--- src/rtl/core/pcs_pkg.sv ---
// Package for the priority command selector: word types, register codes and
// reset constants. Used by every module under rtl/core; depends on nothing.
`default_nettype none

package pcs_pkg;

    localparam int CHANNELS_DEF = 4;
    localparam int AGE_BITS_DEF = 16;

    localparam int VEL_W     = 32;
    localparam int CH_W      = 2;
    localparam int LOCK_W    = 16;
    localparam int EN_W      = 4;
    localparam int LOCK_REGS = 4;
    localparam int CFG_IDX_W = 3;
    localparam int CFG_DAT_W = 16;

    localparam logic [LOCK_W-1:0] LOCK_RST_HI = 16'd300;  // 10 s at 30 Hz
    localparam logic [LOCK_W-1:0] LOCK_RST_LO = 16'd6;    // 0.2 s at 30 Hz
    localparam logic [EN_W-1:0]   EN_RST      = 4'b0001;

    typedef enum logic [CFG_IDX_W-1:0] {
        REG_LOCK_0 = 3'd0,
        REG_LOCK_1 = 3'd1,
        REG_LOCK_2 = 3'd2,
        REG_LOCK_3 = 3'd3,
        REG_ENABLE = 3'd4
    } t_reg_idx;

    typedef enum logic [0:0] {
        KIND_MSG  = 1'b0,
        KIND_TICK = 1'b1
    } t_kind;

    typedef struct packed {
        logic signed [VEL_W-1:0] lin_x;
        logic signed [VEL_W-1:0] lin_y;
        logic signed [VEL_W-1:0] lin_z;
        logic signed [VEL_W-1:0] ang_x;
        logic signed [VEL_W-1:0] ang_y;
        logic signed [VEL_W-1:0] ang_z;
    } t_cmd;

    typedef struct packed {
        t_kind                   kind;
        logic [CH_W-1:0]         channel;
        logic signed [VEL_W-1:0] linear_x;
        logic signed [VEL_W-1:0] linear_y;
        logic signed [VEL_W-1:0] linear_z;
        logic signed [VEL_W-1:0] angular_x;
        logic signed [VEL_W-1:0] angular_y;
        logic signed [VEL_W-1:0] angular_z;
    } t_in_word;

    typedef struct packed {
        logic [CH_W-1:0]         source;
        logic signed [VEL_W-1:0] out_linear_x;
        logic signed [VEL_W-1:0] out_linear_y;
        logic signed [VEL_W-1:0] out_linear_z;
        logic signed [VEL_W-1:0] out_angular_x;
        logic signed [VEL_W-1:0] out_angular_y;
        logic signed [VEL_W-1:0] out_angular_z;
    } t_out_word;

    // arbitration status handed from the arbiter to the top level
    typedef struct packed {
        logic found;
        logic fresh;
    } t_pick;

endpackage

`default_nettype wire

--- src/rtl/core/pcs_cfg.sv ---
// Configuration registers: per-channel lock windows and channel enables.
// Depends on pcs_pkg.
`default_nettype none

module pcs_cfg #(
    parameter int CHANNELS = pcs_pkg::CHANNELS_DEF
) (
    input  wire logic                                  i_clk,
    input  wire logic                                  i_rst_n,
    input  wire logic                                  i_cfg_we,
    input  wire logic [pcs_pkg::CFG_IDX_W-1:0]         i_cfg_idx,
    input  wire logic [pcs_pkg::CFG_DAT_W-1:0]         i_cfg_data,
    output logic [CHANNELS-1:0][pcs_pkg::LOCK_W-1:0]   o_lock,
    output logic [pcs_pkg::EN_W-1:0]                   o_enable
);

    logic [pcs_pkg::EN_W-1:0] r_enable;

    for (genvar c = 0; c < CHANNELS; c++) begin : g_lock
        if (c < pcs_pkg::LOCK_REGS) begin : g_reg
            logic [pcs_pkg::LOCK_W-1:0] r_lock;
            always_ff @(posedge i_clk) begin
                if (!i_rst_n) begin
                    r_lock <= (c == 0) ? pcs_pkg::LOCK_RST_HI : pcs_pkg::LOCK_RST_LO;
                end else if (i_cfg_we && i_cfg_idx ==
                             (pcs_pkg::CFG_IDX_W'(pcs_pkg::REG_LOCK_0)
                              + pcs_pkg::CFG_IDX_W'(c))) begin
                    r_lock <= i_cfg_data[pcs_pkg::LOCK_W-1:0];
                end
            end
            assign o_lock[c] = r_lock;
        end else begin : g_fixed
            // no register reaches these channels
            assign o_lock[c] = pcs_pkg::LOCK_RST_LO;
        end
    end

    always_ff @(posedge i_clk) begin
        if (!i_rst_n) begin
            r_enable <= pcs_pkg::EN_RST;
        end else if (i_cfg_we && i_cfg_idx == pcs_pkg::REG_ENABLE) begin
            r_enable <= i_cfg_data[pcs_pkg::EN_W-1:0];
        end
    end

    assign o_enable = r_enable;

endmodule

`default_nettype wire

--- src/rtl/core/pcs_arb.sv ---
// Fixed-priority arbiter: finds the lowest live channel within its lock window
// and the mask of new marks a tick clears. Depends on pcs_pkg.
`default_nettype none

module pcs_arb #(
    parameter int CHANNELS = pcs_pkg::CHANNELS_DEF,
    parameter int AGE_BITS = pcs_pkg::AGE_BITS_DEF,
    parameter int IDX_W    = $clog2(CHANNELS)
) (
    input  wire logic [CHANNELS-1:0][AGE_BITS-1:0]          i_age,
    input  wire logic [CHANNELS-1:0][pcs_pkg::LOCK_W-1:0]   i_lock,
    input  wire logic [CHANNELS-1:0]                        i_ever,
    input  wire logic [CHANNELS-1:0]                        i_pend,
    output pcs_pkg::t_pick                                  o_pick,
    output logic [IDX_W-1:0]                                o_win,
    output logic [CHANNELS-1:0]                             o_clr
);

    localparam int CMP_W = (AGE_BITS > pcs_pkg::LOCK_W) ? AGE_BITS : pcs_pkg::LOCK_W;

    logic [CHANNELS-1:0] hit;
    logic [CHANNELS-1:0] seen;

    always_comb begin
        for (int c = 0; c < CHANNELS; c++) begin
            hit[c] = i_ever[c] && (CMP_W'(i_age[c]) <= CMP_W'(i_lock[c]));
        end
    end

    // seen[c]: some channel of higher priority than c is live
    always_comb begin
        seen[0] = 1'b0;
        for (int c = 1; c < CHANNELS; c++) begin
            seen[c] = seen[c-1] | hit[c-1];
        end
    end

    always_comb begin
        o_win = '0;
        for (int c = CHANNELS - 1; c >= 0; c--) begin
            if (hit[c]) begin
                o_win = IDX_W'(c);
            end
        end
    end

    assign o_clr        = ~seen;
    assign o_pick.found = |hit;
    assign o_pick.fresh = i_pend[o_win];

endmodule

`default_nettype wire

--- src/rtl/core/pcs_state.sv ---
// Channel state: stored commands, ages, received and new marks.
// Depends on pcs_pkg.
`default_nettype none

module pcs_state #(
    parameter int CHANNELS = pcs_pkg::CHANNELS_DEF,
    parameter int AGE_BITS = pcs_pkg::AGE_BITS_DEF,
    parameter int IDX_W    = $clog2(CHANNELS)
) (
    input  wire logic                                  i_clk,
    input  wire logic                                  i_rst_n,
    input  wire logic                                  i_msg_we,
    input  wire logic [IDX_W-1:0]                      i_msg_idx,
    input  wire pcs_pkg::t_cmd                         i_msg_cmd,
    input  wire logic                                  i_tick,
    input  wire logic [CHANNELS-1:0]                   i_clr,
    input  wire logic [IDX_W-1:0]                      i_rd_idx,
    output pcs_pkg::t_cmd                              o_rd_cmd,
    output logic [CHANNELS-1:0][AGE_BITS-1:0]          o_age,
    output logic [CHANNELS-1:0]                        o_ever,
    output logic [CHANNELS-1:0]                        o_pend
);

    pcs_pkg::t_cmd                      r_store [CHANNELS];
    logic [CHANNELS-1:0][AGE_BITS-1:0]  r_age;
    logic [CHANNELS-1:0]                r_ever;
    logic [CHANNELS-1:0]                r_pend;

    always_ff @(posedge i_clk) begin
        if (i_msg_we) begin
            r_store[i_msg_idx] <= i_msg_cmd;
        end
    end

    always_ff @(posedge i_clk) begin
        if (!i_rst_n) begin
            r_age  <= '1;
            r_ever <= '0;
            r_pend <= '0;
        end else begin
            for (int c = 0; c < CHANNELS; c++) begin
                if (i_msg_we && i_msg_idx == IDX_W'(c)) begin
                    r_age[c]  <= '0;
                    r_ever[c] <= 1'b1;
                    r_pend[c] <= 1'b1;
                end else if (i_tick) begin
                    if (!(&r_age[c])) begin
                        r_age[c] <= r_age[c] + AGE_BITS'(1);
                    end
                    if (i_clr[c]) begin
                        r_pend[c] <= 1'b0;
                    end
                end
            end
        end
    end

    assign o_rd_cmd = r_store[i_rd_idx];
    assign o_age    = r_age;
    assign o_ever   = r_ever;
    assign o_pend   = r_pend;

endmodule

`default_nettype wire

--- src/rtl/core/priority_command_selector_unit.sv ---
// Priority command selector, top level: config registers, channel state,
// arbiter and result register. Depends on pcs_pkg, pcs_cfg, pcs_state, pcs_arb.
//
// Usage: words enter on i_in_valid / o_in_stall as pcs_pkg::t_in_word. A
// message word (kind = message) stores a six-value velocity command for an
// enabled channel and restarts its age. A tick word selects the
// highest-priority channel that has a command within its lock window and,
// if that command is new, returns it on o_out_valid / i_out_stall as
// pcs_pkg::t_out_word. A result is registered and appears in the cycle after
// its tick is taken; one word per cycle is taken unless a tick is held off.
// While a result waits under i_out_stall, message words and ticks that
// produce nothing are still taken; only a tick that would produce a result
// is held off. Config writes (i_cfg_we, i_cfg_idx, i_cfg_data) are registered.
// The user must make them with the block idle; the block does not enforce it.
// Reset clears all marks, saturates every age and loads the default lock
// windows and enables; the stored commands are left as they are.
`default_nettype none

module priority_command_selector_unit #(
    parameter int CHANNELS = pcs_pkg::CHANNELS_DEF,
    parameter int AGE_BITS = pcs_pkg::AGE_BITS_DEF
) (
    input  wire logic                          i_clk,
    input  wire logic                          i_rst_n,
    input  wire logic                          i_in_valid,
    output logic                               o_in_stall,
    input  wire pcs_pkg::t_in_word             i_in_word,
    output logic                               o_out_valid,
    input  wire logic                          i_out_stall,
    output pcs_pkg::t_out_word                 o_out_word,
    input  wire logic                          i_cfg_we,
    input  wire logic [pcs_pkg::CFG_IDX_W-1:0] i_cfg_idx,
    input  wire logic [pcs_pkg::CFG_DAT_W-1:0] i_cfg_data
);

    localparam int IDX_W = $clog2(CHANNELS);

    logic [CHANNELS-1:0][pcs_pkg::LOCK_W-1:0] lock;
    logic [pcs_pkg::EN_W-1:0]                 enable;
    logic [CHANNELS-1:0][AGE_BITS-1:0]        age;
    logic [CHANNELS-1:0]                      ever;
    logic [CHANNELS-1:0]                      pend;
    logic [CHANNELS-1:0]                      clr;
    logic [IDX_W-1:0]                         win;
    pcs_pkg::t_pick                           pick;
    pcs_pkg::t_cmd                            msg_cmd;
    pcs_pkg::t_cmd                            rd_cmd;
    logic                                     accept;
    logic                                     is_tick;
    logic                                     produce;
    logic                                     msg_we;
    logic                                     ch_ok;

    logic                                     r_out_valid;
    pcs_pkg::t_out_word                       r_out_word;

    pcs_cfg #(
        .CHANNELS (CHANNELS)
    ) u_cfg (
        .i_clk      (i_clk),
        .i_rst_n    (i_rst_n),
        .i_cfg_we   (i_cfg_we),
        .i_cfg_idx  (i_cfg_idx),
        .i_cfg_data (i_cfg_data),
        .o_lock     (lock),
        .o_enable   (enable)
    );

    pcs_arb #(
        .CHANNELS (CHANNELS),
        .AGE_BITS (AGE_BITS),
        .IDX_W    (IDX_W)
    ) u_arb (
        .i_age  (age),
        .i_lock (lock),
        .i_ever (ever),
        .i_pend (pend),
        .o_pick (pick),
        .o_win  (win),
        .o_clr  (clr)
    );

    assign is_tick = (i_in_word.kind == pcs_pkg::KIND_TICK);
    assign produce = pick.found && pick.fresh;

    // only a result-bearing tick needs the result register free
    assign o_in_stall = r_out_valid && i_out_stall && is_tick && produce;
    assign accept     = i_in_valid && !o_in_stall;

    assign ch_ok  = 32'(i_in_word.channel) < 32'(CHANNELS);
    assign msg_we = accept && !is_tick && ch_ok && enable[i_in_word.channel];

    assign msg_cmd.lin_x = i_in_word.linear_x;
    assign msg_cmd.lin_y = i_in_word.linear_y;
    assign msg_cmd.lin_z = i_in_word.linear_z;
    assign msg_cmd.ang_x = i_in_word.angular_x;
    assign msg_cmd.ang_y = i_in_word.angular_y;
    assign msg_cmd.ang_z = i_in_word.angular_z;

    pcs_state #(
        .CHANNELS (CHANNELS),
        .AGE_BITS (AGE_BITS),
        .IDX_W    (IDX_W)
    ) u_state (
        .i_clk     (i_clk),
        .i_rst_n   (i_rst_n),
        .i_msg_we  (msg_we),
        .i_msg_idx (IDX_W'(i_in_word.channel)),
        .i_msg_cmd (msg_cmd),
        .i_tick    (accept && is_tick),
        .i_clr     (clr),
        .i_rd_idx  (win),
        .o_rd_cmd  (rd_cmd),
        .o_age     (age),
        .o_ever    (ever),
        .o_pend    (pend)
    );

    always_ff @(posedge i_clk) begin
        if (!i_rst_n) begin
            r_out_valid <= 1'b0;
        end else if (accept && is_tick && produce) begin
            r_out_valid <= 1'b1;
        end else if (!i_out_stall) begin
            r_out_valid <= 1'b0;
        end
    end

    always_ff @(posedge i_clk) begin
        if (accept && is_tick && produce) begin
            r_out_word.source        <= pcs_pkg::CH_W'(win);
            r_out_word.out_linear_x  <= rd_cmd.lin_x;
            r_out_word.out_linear_y  <= rd_cmd.lin_y;
            r_out_word.out_linear_z  <= rd_cmd.lin_z;
            r_out_word.out_angular_x <= rd_cmd.ang_x;
            r_out_word.out_angular_y <= rd_cmd.ang_y;
            r_out_word.out_angular_z <= rd_cmd.ang_z;
        end
    end

    assign o_out_valid = r_out_valid;
    assign o_out_word  = r_out_word;

endmodule

`default_nettype wire
--- config.mk ---
export PLATFORM = sky130hd
export DESIGN_NAME = priority_command_selector_unit
export DESIGN_NICKNAME = d
export VERILOG_FILES = /design/src/rtl/core/pcs_pkg.sv /design/src/rtl/core/pcs_cfg.sv /design/src/rtl/core/pcs_arb.sv /design/src/rtl/core/pcs_state.sv /design/src/rtl/core/priority_command_selector_unit.sv
export SDC_FILE = /design/constraint.sdc
export NUM_CORES = 1
export LEC_CHECK = 0
export BUFFER_PORTS_ARGS = -buffer_cell sky130_fd_sc_hd__buf_4
export CAP_MARGIN = 20
export CORE_MARGIN = 2
export CORE_UTILIZATION = 63
export CTS_CLUSTER_SIZE = 20
export DETAILED_ROUTE_END_ITERATION = 7
export PLACE_DENSITY = 0.86
export SLEW_MARGIN = 20
export SYNTH_ARGS = -nofsm -noshare
export SYNTH_HDL_FRONTEND = slang
export SYNTH_HIERARCHICAL = 1
export SYNTH_SLANG_ARGS = --single-unit
export TNS_END_PERCENT = 20
--- constraint.sdc ---
create_clock -name i_clk -period 28.4 [get_ports i_clk]
set_input_delay 5.68 -clock i_clk [delete_from_list [all_inputs] [get_ports i_clk]]
set_output_delay 5.68 -clock i_clk [all_outputs]
set_load 0.005 [all_outputs]
==> results of run 1 <==
synthesized netlist by cell type, types with 7 or more instances:
| cell type | n |
|---|---|
| sky130_fd_sc_hd__edfxtp_1 | 962 |
| sky130_fd_sc_hd__mux4_2 | 193 |
| sky130_fd_sc_hd__dfxtp_1 | 141 |
| sky130_fd_sc_hd__nand2_1 | 130 |
| sky130_fd_sc_hd__inv_1 | 74 |
| sky130_fd_sc_hd__mux2i_1 | 73 |
| sky130_fd_sc_hd__nand3_1 | 71 |
| sky130_fd_sc_hd__ha_1 | 68 |
| sky130_fd_sc_hd__nor2_1 | 42 |
| sky130_fd_sc_hd__nand4_1 | 39 |
| sky130_fd_sc_hd__or4_1 | 36 |
| sky130_fd_sc_hd__a21oi_1 | 34 |
| sky130_fd_sc_hd__clkbuf_1 | 34 |
| sky130_fd_sc_hd__o211ai_1 | 33 |
| sky130_fd_sc_hd__buf_2 | 26 |
| sky130_fd_sc_hd__nor2b_1 | 21 |
| sky130_fd_sc_hd__buf_1 | 12 |
| sky130_fd_sc_hd__o21ai_0 | 12 |
| sky130_fd_sc_hd__and3_1 | 11 |
| sky130_fd_sc_hd__and4_1 | 11 |
| sky130_fd_sc_hd__nor3_1 | 11 |
| sky130_fd_sc_hd__o311ai_0 | 8 |
| sky130_fd_sc_hd__buf_6 | 7 |
final cells by class:
class | instances | share of cell area
Sequential cell | 1103 | 0.6431
Multi-Input combinational cell | 902 | 0.1907
Timing Repair Buffer | 436 | 0.06752
Clock buffer | 131 | 0.05739
Tap cell | 864 | 0.02192
Clock inverter | 60 | 0.01228
Inverter | 78 | 0.006698
Antenna cell | 8 | 0.0004060
where the power goes:
part,switching [mW],internal [mW],total [mW],leakage [nW]
Combinational,0.198,0.136,0.334,5.41
Clock,0.602,0.791,1.39,1.68
Sequential,0.0471,1.79,1.84,9.81
Total,0.848,2.72,3.57,16.9
cell families (layout without fill, tap and decap cells):
logic type,after synthesis,after routing,share of synthesized area
flip-flops,1103,1103,0.7574
AND/OR/NAND/NOR,421,421,0.05583
multiplexers,266,266,0.1213
buffers and inverters,167,705,0.01871
AO/OA/AOI/OAI,145,145,0.02612
adder cells (fa/ha/maj),68,68,0.02032
other,1,9,0.00008957
XOR/XNOR,1,1,0.0002092
per-stage QoR:
| stage | setup slack (ns) | power [mW] |
|---|---|---|
| global placement | 16.53 | 2.162 |
| global route | 16.53 | 3.676 |
| detailed placement | 16.56 | 2.193 |
| CTS | 16.55 | 3.577 |
| finish | 16.55 | 3.567 |
| floorplan | 12.45 | 2.091 |
worst max-delay path by stage:
stage / startpoint / to / slack [ns]
after CTS: i_out_stall / o_in_stall / 16.55
after floorplan: i_in_word[194] / o_out_word[0] / 12.45
final: i_out_stall / o_in_stall / 16.55
after detailed placement: i_out_stall / o_in_stall / 16.56
after global placement: i_out_stall / o_in_stall / 16.53
after global routing: i_out_stall / o_in_stall / 16.53
per-layer routing:
layer,vias up,share of wire,routed length [um],track usage
met3,195,0.083,8148,0.06713
li1,9713,-,-,-
met2,1057,0.52,51300,0.4892
met5,-,0.00086,84,0
met4,12,0.031,3028,0.09091
met1,11600,0.36,35550,0.3579
critical path: stages:
cell	delay, ns
sky130_fd_sc_hd__buf_4	0.11
sky130_fd_sc_hd__nand4_1	0.14
sky130_fd_sc_hd__nor2_1	0.13
sky130_fd_sc_hd__buf_4	0.12
sequential cells by signal, indices dropped and copies added (netlist names):
name	flops
o_out_valid	1
o_out_word	194
u_cfg/g_lock.g_reg.r_lock	64
u_cfg/o_enable	4
u_state/o_age	64
u_state/o_ever	4
u_state/o_pend	4
u_state/r_store	768
==> implementation parameters, run 1 <==
Parameter                              Value

Outcome
  Status ... finished, final reports clean

Worst setup path
  Signal arrival time at the worst endpoint ... 6.17 ns
  Worst Path Required ... 22.72 ns
  Startpoint-to-endpoint class of the critical path ... primary input to output port
  Startpoint of the worst register-to-register path ... u_state/o_age[25]
  Capture point of the worst reg-to-reg path ... o_out_word[27]
  Kind of capture point of the worst setup path ... output port
  Maximum fanout along the worst path ... 3
  Worst reg-to-reg setup slack ... ~23 ns
  Worst R2R Path Depth ... 13
  Critical path startpoint category ... primary input

Layout
  Synth-to-layout area growth ... 17.79%
  Layout net count ... 2,913
  Number of standard cells in the layout, taps in and fillers out ... 3,582
  Leading cell type in the layout, fill and taps excluded ... sky130_fd_sc_hd__edfxtp_1
  Layout fillers ... 3,409
  Area used by multi-input combinational logic ... 0.009405 sq mm
  Finished layout cell area ... 0.04931 sq mm
  Layout Utilization ... 0.7500
  Area taken by flip-flops and latches ... 0.03171 sq mm
  Fraction of layout cells with a size suffix above 1 ... 0.3018
  Highest-count cells in the layout ignoring fill and taps ... sky130_fd_sc_hd__edfxtp_1 (962), sky130_fd_sc_hd__buf_4 (431), sky130_fd_sc_hd__mux4_2 (193), sky130_fd_sc_hd__dfxtp_1 (141), sky130_fd_sc_hd__nand2_1 (130)

Routing
  Count of nets left with antenna violations after detail routing ... 0
  DRC Markers ... 0
  Average wire per cell in the routed design ... 27.39 um
  Violation count after the first detailed-routing iteration ... 2,410
  First-pass iteration count of the detailed router ... 6
  Total wire length after detailed routing ... 98,110 um
  Routed via count divided by cell count ... around 6.3
  Routed via count ... 22,570

STA
  Transition time of the tightest slew-check pin ... 1.084 ns
  Post-Route Setup TNS ... 0 ns
  Total count of hold-check failures in the final report ... 0
  Number of setup violations in the final report ... 0
  Maximum operating frequency ... 84.37 MHz
  Post-route clock period utilization ... 0.4174
  RSZ-0062 raised after global routing ... false
  Minimum clock period after layout ... 11.85 ns
  Slew HR ... 0.2774
  Max-slew violation count ... 0
  Worst hold margin ... 0.4564 ns
  Layout Skew ... 0.04395 ns

Die
  Starting density of the core ... 0.6368
  Overall die area ... 0.06853 sq mm
  FP Rows ... 94
  DIE HEIGHT ... ~260 um
  Core Box Area ... 0.06575 sq mm
  Die X-Extent ... ~260 um
  IO Count ... 415

Synth
  Yosys top cell area share ... 0.6900
  Cell type with the highest aggregate area in the netlist ... sky130_fd_sc_hd__edfxtp_1
  Number of flops mapped to enable cells by yosys ... 962
  Most common flop cell mapped by yosys ... sky130_fd_sc_hd__edfxtp_1
  Synthesized Nets ... 2,459
  Number of instances in the synthesized netlist ... 2,172
  Warnings from Yosys ... 6
  Post-synthesis instance area ... 0.04187 sq mm
  Ys async rst share ... 0
  Flip-flop and latch count after synthesis ... approximately 1,100
  Average cell area after synthesis ... 19.27 sq um
  Sequential share of the synthesized area ... 0.7574
  Unique masters post-synth ... 85
  Top cells by area in the synthesized netlist ... sky130_fd_sc_hd__edfxtp_1 (69%), sky130_fd_sc_hd__mux4_2 (10%), sky130_fd_sc_hd__dfxtp_1 (6.7%)

Global route
  Via count of the first global-routing pass ... 22,890
  All-Layer GR Usage ... 0.2834
  Wire length of the first global-routing pass ... ~140,000 um
  Antenna violations before repair ... 10
  Largest net degree at the start of global routing ... 130
  GRT overflow ... 0

Run
  Number of max-cap violations ... 0

Worst hold path
  Worst Hold Endpoint ... u_cfg/g_lock[0].g_reg.r_lock[15]
  Worst hold path class ... register to register
  Worst hold path startpoint ... u_cfg/g_lock[0].g_reg.r_lock[15]
  Cell count of the worst hold path ... 2

Clock network
  Post-cts sizing count ... 0
  CTS Sinks ... roughly 1,100
  Hold buffer count at cts ... 0
  Number of buffers created by CTS ... 105
  TritonCTS clock tree ... done
  Clock transition at the registers of the reported paths ... 0.06 ns
  Root buffer selected by CTS ... sky130_fd_sc_hd__clkbuf_16
  Buffer levels on the longest clock path ... 3
  CTS H-tree depth ... 3
  Count of buffers added by post-CTS timing repair for setup ... 0
  Insertion delay of the later-clocked pin in the worst-skew pair ... 0.68 ns

Power
  Static Leak ... 16.90 nW
  Power density over the cells ... 72.33 mW/mm^2
  Worst IR Drop VDD ... 0.07624 mV

Placement
  HPWL after detailed placement ... 55,490 um
  Port Buffers ... 414
  Placed cell area ... 0.04581 sq mm
  Routability-driven placement congestion ratio ... 0.8209
  Placed Cells ... around 3,400
(Power assumes the default switching activity.)
==> run 2: changes to the inputs <==
--- a/config.mk
+++ b/config.mk
@@ -8,10 +8,10 @@
 export BUFFER_PORTS_ARGS = -buffer_cell sky130_fd_sc_hd__buf_4
 export CAP_MARGIN = 20
 export CORE_MARGIN = 2
-export CORE_UTILIZATION = 63
+export CORE_UTILIZATION = 53
 export CTS_CLUSTER_SIZE = 20
 export DETAILED_ROUTE_END_ITERATION = 7
-export PLACE_DENSITY = 0.86
+export PLACE_DENSITY = 0.78
 export SLEW_MARGIN = 20
 export SYNTH_ARGS = -nofsm -noshare
 export SYNTH_HDL_FRONTEND = slang
==> constraint.sdc (replaced) <==
create_clock -name i_clk -period 10.3 [get_ports i_clk]
set_input_delay 2.06 -clock i_clk [delete_from_list [all_inputs] [get_ports i_clk]]
set_output_delay 2.06 -clock i_clk [all_outputs]
set_load 0.005 [all_outputs]
==> implementation parameters, run 2 (synthesis results as in run 1) <==
Parameter                              Value

Power
  Power density over the cells ... 198.8 mW/mm^2 (was 72.33 mW/mm^2)
  Static Leak ... 16.92 nW (was 16.90 nW)
  Gate power share ... 0.093 (was 0.094)
  Switching share of power ... 0.2367 (was 0.2376)
  Total internal power ... 7.530 mW (was 2.719 mW)
  Flop pwr share ... 0.514 (was 0.516)
  Switching component of the power ... 2.334 mW (was 0.8476 mW)
  Clock network fraction of total power ... 0.393 (was 0.391)
  Worst IR Drop VDD ... 0.1447 mV (was 0.07624 mV)
  Total power after layout ... 9.864 mW (was 3.567 mW)

Routing
  Routed via count ... 22,080 (was 22,570)
  Routed via count divided by cell count ... 5.850 (was 6.302)
  First-pass iteration count of the detailed router ... 5 (was 6)
  Average wire per cell in the routed design ... 24.93 um (was 27.39 um)
  Count of nets left with antenna violations after detail routing ... 0 (unchanged)
  DRC Markers ... 0 (unchanged)
  Violation count after the first detailed-routing iteration ... 1,816 (was 2,410)
  Total wire length after detailed routing ... 94,130 um (was 98,110 um)

Clock network
  Hold buffer count at cts ... 0 (unchanged)
  Root buffer selected by CTS ... sky130_fd_sc_hd__clkbuf_16 (unchanged)
  CTS Sinks ... 1,103 (unchanged)
  Number of buffers created by CTS ... 107 (was 105)
  Buffer levels on the longest clock path ... 3 (unchanged)
  TritonCTS clock tree ... done (unchanged)
  Insertion delay of the later-clocked pin in the worst-skew pair ... 0.69 ns (was 0.68 ns)
  CTS H-tree depth ... 3 (unchanged)
  Clock transition at the registers of the reported paths ... 0.06 ns (about the same)
  Count of buffers added by post-CTS timing repair for setup ... 0 (unchanged)
  Post-cts sizing count ... 0 (unchanged)

STA
  Layout Skew ... 0.04595 ns (was 0.04395 ns)
  Transition time of the tightest slew-check pin ... 1.119 ns (was 1.084 ns)
  Maximum operating frequency ... 169.0 MHz
  Post-Route Setup TNS ... 0 ns (unchanged)
  Max-slew violation count ... 0 (unchanged)
  Total count of hold-check failures in the final report ... 0 (unchanged)
  RSZ-0062 raised after global routing ... false (unchanged)
  Minimum clock period after layout ... between 5 and 6 ns
  Post-route clock period utilization ... 0.5744
  Number of setup violations in the final report ... 0 (unchanged)
  Slew HR ... 0.2541 (was 0.2774)

Placement
  HPWL after detailed placement ... 56,000 um (was 55,490 um)
  Port Buffers ... 414 (unchanged)
  Routability-driven placement congestion ratio ... 0.8461 (was 0.8209)

Die
  Core Box Area ... 0.07861 sq mm (was 0.06575 sq mm)
  DIE HEIGHT ... 285.1 um (was 261.8 um)
  Starting density of the core ... 0.5325 (was 0.6368)
  Die X-Extent ... 285.1 um (was 261.8 um)
  Overall die area ... 0.08126 sq mm (was 0.06853 sq mm)
  IO Count ... 415 (unchanged)
  FP Rows ... 103 (was 94)

Worst setup path
  Capture point of the worst reg-to-reg path ... o_out_word[143] (was o_out_word[27])
  Startpoint of the worst register-to-register path ... u_cfg/g_lock[3].g_reg.r_lock[1] (was u_state/o_age[25])
  Largest delay contributor family on the critical path ... compound AO/OA/AOI/OAI gates (was simple AND/OR/NAND/NOR gates)
  Kind of capture point of the worst setup path ... output port (unchanged)
  Depth of the critical timing path with buffers and inverters included ... 13 (was 4)
  Worst Path Required ... 8.24 ns (was 22.72 ns)
  Highest-delay cell along the critical path ... sky130_fd_sc_hd__a21boi_4 (was sky130_fd_sc_hd__nand4_1)
  Critical path startpoint category ... register (was primary input)
  Number of buffers and inverters on the critical path ... 2 (unchanged)
  Startpoint-to-endpoint class of the critical path ... register to output port (was primary input to output port)
  Maximum fanout along the worst path ... 15 (was 3)
  Worst reg-to-reg setup slack ... 5.12 ns (was 23.42 ns)
  Ordered list of cells on the worst path ... inv_1, ha_1, nor2b_1, o211ai_1, a2111o_1, nand4b_1, o21ai_2, nand2b_1, a21boi_4, mux2i_1, nand4_1, nor2_1, buf_4 (was buf_4, nand4_1, nor2_1, buf_4)
  Startpoint of the most critical setup path ... u_cfg/g_lock[3].g_reg.r_lock[1] (was i_out_stall)
  Signal arrival time at the worst endpoint ... 3.86 ns (was 6.17 ns)
  Worst R2R Path Depth ... 14 (was 13)
  Maximum single-stage delay on the critical path ... 0.75 ns (was 0.14 ns)
  Critical Path Sink ... o_in_stall (unchanged)

Layout
  Highest-count cells in the layout ignoring fill and taps ... sky130_fd_sc_hd__edfxtp_1 (962), sky130_fd_sc_hd__buf_4 (432), sky130_fd_sc_hd__mux4_2 (193), sky130_fd_sc_hd__dfxtp_1 (141), sky130_fd_sc_hd__nand2_1 (130) (was sky130_fd_sc_hd__edfxtp_1 (962), sky130_fd_sc_hd__buf_4 (431), sky130_fd_sc_hd__mux4_2 (193), sky130_fd_sc_hd__dfxtp_1 (141), sky130_fd_sc_hd__nand2_1 (130))
  Layout fillers ... 5,301 (was 3,409)
  Fraction of layout cells with a size suffix above 1 ... 0.3038 (was 0.3018)
  Flip-flop count of the largest register, all copies and words added ... 768 (unchanged)
  Leading cell type in the layout, fill and taps excluded ... sky130_fd_sc_hd__edfxtp_1 (unchanged)
  Register containing the most flip-flops in the final layout ... u_state/r_store (unchanged)
  Synth-to-layout area growth ... 18.51% (was 17.79%)
  Layout net count ... 2,914 (was 2,913)

Global route
  Wire length of the first global-routing pass ... 141,600 um (was 143,700 um)
  All-Layer GR Usage ... 0.2303 (was 0.2834)
  Met3 Use GR ... 0.05472 (was 0.06713)
  Global routing usage on met1 ... 0.3033 (was 0.3579)
  Via count of the first global-routing pass ... 22,840 (was 22,890)
  Met2 global-route usage ... 0.3843 (was 0.4892)
  Antenna violations before repair ... 18 (was 10)
  Most heavily used metal layer in global routing ... met2 (unchanged)
  Largest net degree at the start of global routing ... 131 (was 130)
  GRT overflow ... 0 (unchanged)

Worst hold path
  Worst hold path class ... register to register (unchanged)

Run
  Number of max-cap violations ... 0 (unchanged)

Outcome
  Status ... finished, final reports clean (unchanged)
## run 2: how the worst min path moves through the flow
stage                                      from                          endpoint  slack [ns]  depth (start not counted)
6_report                      u_cfg/o_enable[3]                 u_cfg/o_enable[3]        0.46                          2
5_1_grt         u_cfg/g_lock[2].g_reg.r_lock[8]   u_cfg/g_lock[2].g_reg.r_lock[8]        0.48                          2
4_1_cts         u_cfg/g_lock[1].g_reg.r_lock[8]   u_cfg/g_lock[1].g_reg.r_lock[8]        0.46                          2
3_5_place_dp   u_cfg/g_lock[1].g_reg.r_lock[15]  u_cfg/g_lock[1].g_reg.r_lock[15]        0.45                          2
3_3_place_gp   u_cfg/g_lock[3].g_reg.r_lock[11]  u_cfg/g_lock[3].g_reg.r_lock[11]        0.45                          2
2_1_floorplan                 u_cfg/o_enable[2]                 u_cfg/o_enable[2]        0.43                          2
## run 2: area by class of cell
class | instances | area [sq um] | share of cell area
diodes | 9 | 22.52 | 0.0004539
inverters | 78 | 330.3 | 0.006658
clock inverters | 64 | 660.6 | 0.01332
multi-input cells | 902 | 9410 | 0.1897
clock buffers | 134 | 2870 | 0.05785
flip-flops and latches | 1103 | 31710 | 0.6392
well taps | 1050 | 1314 | 0.02648
repair buffers | 435 | 3294 | 0.06640
## run 2: worst reg2reg max path: cells and delay by family (launching register included)
family / cells / cell delay, ns
buf+inv: 3 / 1.64
mux: 1 / 0.32
flops: 1 / 0.33
compound gates: 5 / 1.61
simple gates: 4 / 0.58
fa+ha+maj: 1 / 0.30
## run 2: through the flow
step           instances  cell area (sq um)  hold slack, ns  worst slack, ns    util
2_1_floorplan       2172              41870          0.4315            1.110       -
3_3_place_gp        3568              46040          0.4485            4.784  0.5857
3_5_place_dp        3568              46050          0.4502            4.692  0.5858
4_1_cts             3766              49580          0.4608            4.279  0.6307
5_1_grt             3773              49610          0.4801            4.027  0.6310
6_report            3775              49610          0.4559            4.384  0.6311
## run 2: routing by layer
layer | share of wire | vias to the layer above | routed length, um
met3 | 0.076 | 172 | 7122
li1 | - | 9710 | -
met1 | 0.39 | 11310 | 37060
met5 | 0.0011 | - | 100
met2 | 0.51 | 881 | 47580
met4 | 0.024 | 16 | 2267
## run 2: power by group through the flow
stage | Clock (mW) | Combinational, mW | Sequential (mW)
after global routing | 4.11 | 1.02 | 5.08
after global placement | 0 | 0.841 | 5.15
after CTS | 3.95 | 0.905 | 5.07
after detailed placement | 0 | 0.896 | 5.16
after floorplan | 0 | 0.639 | 5.13
final | 3.87 | 0.921 | 5.07
==> run 3: changes to the inputs <==
--- a/config.mk
+++ b/config.mk
@@ -5,13 +5,14 @@
 export SDC_FILE = /design/constraint.sdc
 export NUM_CORES = 1
 export LEC_CHECK = 0
+export ABC_AREA = 1
 export BUFFER_PORTS_ARGS = -buffer_cell sky130_fd_sc_hd__buf_4
 export CAP_MARGIN = 20
 export CORE_MARGIN = 2
 export CORE_UTILIZATION = 53
 export CTS_CLUSTER_SIZE = 20
 export DETAILED_ROUTE_END_ITERATION = 7
-export PLACE_DENSITY = 0.78
+export PLACE_DENSITY = 0.77
 export SLEW_MARGIN = 20
 export SYNTH_ARGS = -nofsm -noshare
 export SYNTH_HDL_FRONTEND = slang
==> constraint.sdc (replaced) <==
create_clock -name i_clk -period 5.3 [get_ports i_clk]
set_input_delay 1.06 -clock i_clk [delete_from_list [all_inputs] [get_ports i_clk]]
set_output_delay 1.06 -clock i_clk [all_outputs]
set_load 0.005 [all_outputs]
==> implementation parameters, run 3 <==
Parameter                              Value

Layout
  Flip-flop count of the largest register, all copies and words added ... 768 (unchanged)
  Highest-count cells in the layout ignoring fill and taps ... sky130_fd_sc_hd__edfxtp_1 (962), sky130_fd_sc_hd__nor2_1 (584), sky130_fd_sc_hd__buf_4 (434), sky130_fd_sc_hd__nand2_1 (410), sky130_fd_sc_hd__o21ai_0 (392) (was sky130_fd_sc_hd__edfxtp_1 (962), sky130_fd_sc_hd__buf_4 (432), sky130_fd_sc_hd__mux4_2 (193), sky130_fd_sc_hd__dfxtp_1 (141), sky130_fd_sc_hd__nand2_1 (130))
  Fraction of layout cells with a size suffix above 1 ... 0.1699 (was 0.3038)
  Synth-to-layout area growth ... 17.89% (was 18.51%)
  Area used by multi-input combinational logic ... 0.009839 sq mm (was 0.009410 sq mm)
  Number of standard cells in the layout, taps in and fillers out ... 5,005 (was 3,775)
  Area taken by flip-flops and latches ... 0.03171 sq mm (unchanged)
  Layout fillers ... 5,844 (was 5,301)
  Layout Utilization ... 0.6310 (was 0.6311)
  Finished layout cell area ... 0.05075 sq mm (was 0.04961 sq mm)
  Layout net count ... 4,134 (was 2,914)
  Register containing the most flip-flops in the final layout ... u_state/r_store (unchanged)
  Leading cell type in the layout, fill and taps excluded ... sky130_fd_sc_hd__edfxtp_1 (unchanged)

Worst setup path
  Worst Path Required ... 4.24 ns (was 8.24 ns)
  Startpoint of the worst register-to-register path ... u_cfg/g_lock[2].g_reg.r_lock[15] (was u_cfg/g_lock[3].g_reg.r_lock[1])
  Ordered list of cells on the worst path ... inv_1, ha_1, nand2_2, nor4_4, nand3_1, nand2_2, nand2_2, nand2_2, inv_2, nor2_4, nand3_1, nand2_1, nand2_1, nor2_1, buf_4 (was inv_1, ha_1, nor2b_1, o211ai_1, a2111o_1, nand4b_1, o21ai_2, nand2b_1, a21boi_4, mux2i_1, nand4_1, nor2_1, buf_4)
  Capture point of the worst reg-to-reg path ... o_out_word[64] (was o_out_word[143])
  Kind of capture point of the worst setup path ... output port (unchanged)
  Largest delay contributor family on the critical path ... simple AND/OR/NAND/NOR gates (was compound AO/OA/AOI/OAI gates)
  Worst reg-to-reg setup slack ... 1.67 ns (was 5.12 ns)
  Highest-delay cell along the critical path ... sky130_fd_sc_hd__dfxtp_1 (was sky130_fd_sc_hd__a21boi_4)
  Maximum single-stage delay on the critical path ... 0.33 ns (was 0.75 ns)
  Critical path startpoint category ... register (unchanged)
  Startpoint-to-endpoint class of the critical path ... register to output port (unchanged)
  Number of buffers and inverters on the critical path ... 3 (was 2)
  Cell seen most often among critical-path stages ... sky130_fd_sc_hd__nand2_2
  Signal arrival time at the worst endpoint ... 2.92 ns (was 3.86 ns)
  Maximum fanout along the worst path ... 6 (was 15)
  Worst R2R Path Depth ... 17 (was 14)

Die
  Starting density of the core ... 0.5353 (was 0.5325)
  DIE HEIGHT ... 289.0 um (was 285.1 um)
  Core Box Area ... 0.08042 sq mm (was 0.07861 sq mm)
  Die X-Extent ... 289.0 um (was 285.1 um)
  IO Count ... 415 (unchanged)
  FP Rows ... 104 (was 103)
  Overall die area ... 0.08352 sq mm (was 0.08126 sq mm)

Synth
  Most instantiated cells after synthesis ... sky130_fd_sc_hd__edfxtp_1 (962), sky130_fd_sc_hd__nor2_1 (584), sky130_fd_sc_hd__nand2_1 (410), sky130_fd_sc_hd__o21ai_0 (392), sky130_fd_sc_hd__o22ai_1 (192) (was sky130_fd_sc_hd__edfxtp_1 (962), sky130_fd_sc_hd__mux4_2 (193), sky130_fd_sc_hd__dfxtp_1 (141), sky130_fd_sc_hd__nand2_1 (130), sky130_fd_sc_hd__inv_1 (74))
  Most common flop cell mapped by yosys ... sky130_fd_sc_hd__edfxtp_1 (unchanged)
  Number of flops mapped to enable cells by yosys ... 962 (unchanged)
  Flip-flop and latch count after synthesis ... 1,103 (unchanged)
  Sequential share of the synthesized area ... 0.7367 (was 0.7574)
  Average cell area after synthesis ... 12.47 sq um (was 19.27 sq um)
  Number of instances in the synthesized netlist ... 3,451 (was 2,172)
  Post-synthesis instance area ... 0.04305 sq mm (was 0.04187 sq mm)
  Warnings from Yosys ... 6 (unchanged)
  Cell with the most instances after synthesis ... sky130_fd_sc_hd__edfxtp_1 (unchanged)
  Yosys top cell area share ... 0.6711 (was 0.6900)
  Ys async rst share ... 0 (unchanged)
  Cell type with the highest aggregate area in the netlist ... sky130_fd_sc_hd__edfxtp_1 (unchanged)
  Unique masters post-synth ... 36 (was 85)
  Synthesized Nets ... 3,738 (was 2,459)
  Top cells by area in the synthesized netlist ... sky130_fd_sc_hd__edfxtp_1 (67%), sky130_fd_sc_hd__dfxtp_1 (6.6%), sky130_fd_sc_hd__nor2_1 (5.1%) (was sky130_fd_sc_hd__edfxtp_1 (69%), sky130_fd_sc_hd__mux4_2 (10%), sky130_fd_sc_hd__dfxtp_1 (6.7%))

Clock network
  Buffer levels on the longest clock path ... 3 (unchanged)
  TritonCTS clock tree ... done (unchanged)
  Number of buffers created by CTS ... 112 (was 107)
  Post-cts sizing count ... 0 (unchanged)
  Insertion delay of the later-clocked pin in the worst-skew pair ... 0.70 ns (was 0.69 ns)
  Root buffer selected by CTS ... sky130_fd_sc_hd__clkbuf_16 (unchanged)
  Clock transition at the registers of the reported paths ... 0.06 ns (about the same)
  CTS Sinks ... 1,103 (unchanged)
  Hold buffer count at cts ... 0 (unchanged)
  Count of buffers added by post-CTS timing repair for setup ... 0 (unchanged)
  CTS H-tree depth ... 3 (unchanged)

Routing
  Violation count after the first detailed-routing iteration ... 2,141 (was 1,816)
  Top metal layer carrying routed signals ... met5 (unchanged)
  Detailed-routed wire length on met2 ... 49,220 um (was 47,580 um)
  DRC Markers ... 0 (unchanged)
  Count of nets left with antenna violations after detail routing ... 0 (unchanged)
  Average wire per cell in the routed design ... 20.03 um (was 24.93 um)
  Routed via count divided by cell count ... 5.521 (was 5.850)
  Routed length on met1 ... 39,630 um (was 37,060 um)
  Routed via count ... 27,630 (was 22,080)
  Total wire length after detailed routing ... 100,300 um (was 94,130 um)
  First-pass iteration count of the detailed router ... 5 (unchanged)
  Detailed-routed wire length on met3 ... 7982 um (was 7122 um)

STA
  Transition time of the tightest slew-check pin ... 1.062 ns (was 1.119 ns)
  Minimum clock period after layout ... 3.982 ns
  Slew HR ... 0.2922 (was 0.2541)
  Post-Route Setup TNS ... 0 ns (unchanged)
  Layout Skew ... 0.08350 ns (was 0.04595 ns)
  Post-route clock period utilization ... 0.7514
  Max-slew violation count ... 0 (unchanged)
  Maximum operating frequency ... 251.1 MHz
  Number of setup violations in the final report ... 0 (unchanged)
  Total count of hold-check failures in the final report ... 0 (unchanged)
  RSZ-0062 raised after global routing ... false (unchanged)

Worst hold path
  Worst hold path startpoint ... u_state/o_pend[0] (was u_cfg/o_enable[3])
  Worst hold path class ... register to register (unchanged)
  Cell count of the worst hold path ... 2 (unchanged)
  Worst Hold Endpoint ... u_state/o_pend[0] (was u_cfg/o_enable[3])

Global route
  Antenna violations before repair ... 13 (was 18)
  Via count of the first global-routing pass ... 27,310 (was 22,840)
  Wire length of the first global-routing pass ... 151,100 um (was 141,600 um)
  Largest net degree at the start of global routing ... 130 (was 131)
  All-Layer GR Usage ... 0.2341 (was 0.2303)
  GRT overflow ... 0 (unchanged)

Placement
  Routability-driven placement congestion ratio ... 0.8521 (was 0.8461)
  HPWL after detailed placement ... 58,830 um (was 56,000 um)
  Placed cell area ... 0.04716 sq mm (was 0.04605 sq mm)
  Port Buffers ... 414 (unchanged)
  Placed Cells ... 4,792 (was 3,568)

Outcome
  Status ... finished, final reports clean (unchanged)

Power
  Worst IR Drop VDD ... 0.3406 mV (was 0.1447 mV)
  Power density over the cells ... 359.1 mW/mm^2 (was 198.8 mW/mm^2)
  Static Leak ... 18.94 nW (was 16.92 nW)
  Total power after layout ... 18.22 mW (was 9.864 mW)

Run
  Number of max-cap violations ... 0 (unchanged)
[run 3: changes by cell type after synthesis, sizes merged, moves of 24 or more]
cell    delta
clkbuf    +57
or4       -37
nand2    +301
nor2     +558
o21ai    +379
mux2i     -73
o211ai    -33
mux4     -193
o22ai    +192
nand3    +106
inv      +113
xor2      +24
[run 3: how the worst max path moves through the flow]
stage                                                start                end  slack (ns)  cells past startpoint
after floorplan                             i_in_word[192]  u_state/o_age[18]        0.02                     13
after global placement                   u_state/o_age[45]     o_out_word[48]        1.68                     16
after detailed placement  u_cfg/g_lock[2].g_reg.r_lock[15]     o_out_word[47]        1.62                     17
after CTS                 u_cfg/g_lock[2].g_reg.r_lock[15]         o_in_stall        1.28                     15
after global routing                     u_state/o_age[60]         o_in_stall        1.04                     16
final                     u_cfg/g_lock[2].g_reg.r_lock[15]         o_in_stall        1.32                     15
[run 3: layout make-up]
cell class / instances / area share
inverter: 193 / 0.01504
antenna: 7 / 0.0003452
clock inverter: 66 / 0.01176
tap: 1060 / 0.02614
sequential: 1103 / 0.6249
clock buffer: 139 / 0.05821
timing repair buffer: 448 / 0.06973
multi-input combinational: 1989 / 0.1939
[run 3: where the power goes]
group | internal (mW) | switching (mW) | leakage [nW]
sequential | 9.56 | 0.105 | 9.83
combinational | 0.406 | 0.672 | 7.41
clock | 4.22 | 3.26 | 1.71
total | 14.2 | 4.04 | 18.9
[run 3: worst reg2reg max path, stage by stage, from the launching register on]
cell and delay, ns:
sky130_fd_sc_hd__dfxtp_1 0.33, sky130_fd_sc_hd__inv_1 0.05, sky130_fd_sc_hd__ha_1 0.30, sky130_fd_sc_hd__nand2_2 0.09, sky130_fd_sc_hd__nor4_4 0.28, sky130_fd_sc_hd__nand3_1 0.12, sky130_fd_sc_hd__nand2_2 0.14, sky130_fd_sc_hd__nand2_2 0.08
sky130_fd_sc_hd__nand2_2 0.07, sky130_fd_sc_hd__inv_2 0.05, sky130_fd_sc_hd__nor2_4 0.20, sky130_fd_sc_hd__nand3_1 0.11, sky130_fd_sc_hd__nand2_1 0.07, sky130_fd_sc_hd__nand2_1 0.07, sky130_fd_sc_hd__inv_1 0.07, sky130_fd_sc_hd__nand3_2 0.11
sky130_fd_sc_hd__clkinvlp_4 0.49, sky130_fd_sc_hd__buf_4 0.60
[run 3: stage by stage]
| step | worst slack, ns | hold WS (ns) |
|---|---|---|
| after detailed placement | 1.618 | 0.4523 |
| after global routing | 1.038 | 0.4903 |
| after floorplan | 0.02372 | 0.4289 |
| final | 1.318 | 0.4672 |
| after CTS | 1.278 | 0.4657 |
| after global placement | 1.677 | 0.4479 |
[run 3: kinds of logic after synthesis]
logic type,after synthesis,synth area share
other cells,1,0.00008712
simple gates,1246,0.1214
flops,1103,0.7367
compound gates,646,0.08153
buf+inv,359,0.03488
xor+xnor,28,0.005697
fa+ha+maj,68,0.01977
[run 3: layer usage]
metal	vias to the layer above	GRT usage
met1	13390	0.2928
li1	13080	-
met3	204	0.06031
met5	-	0
met2	957	0.3950
met4	10	0.08557
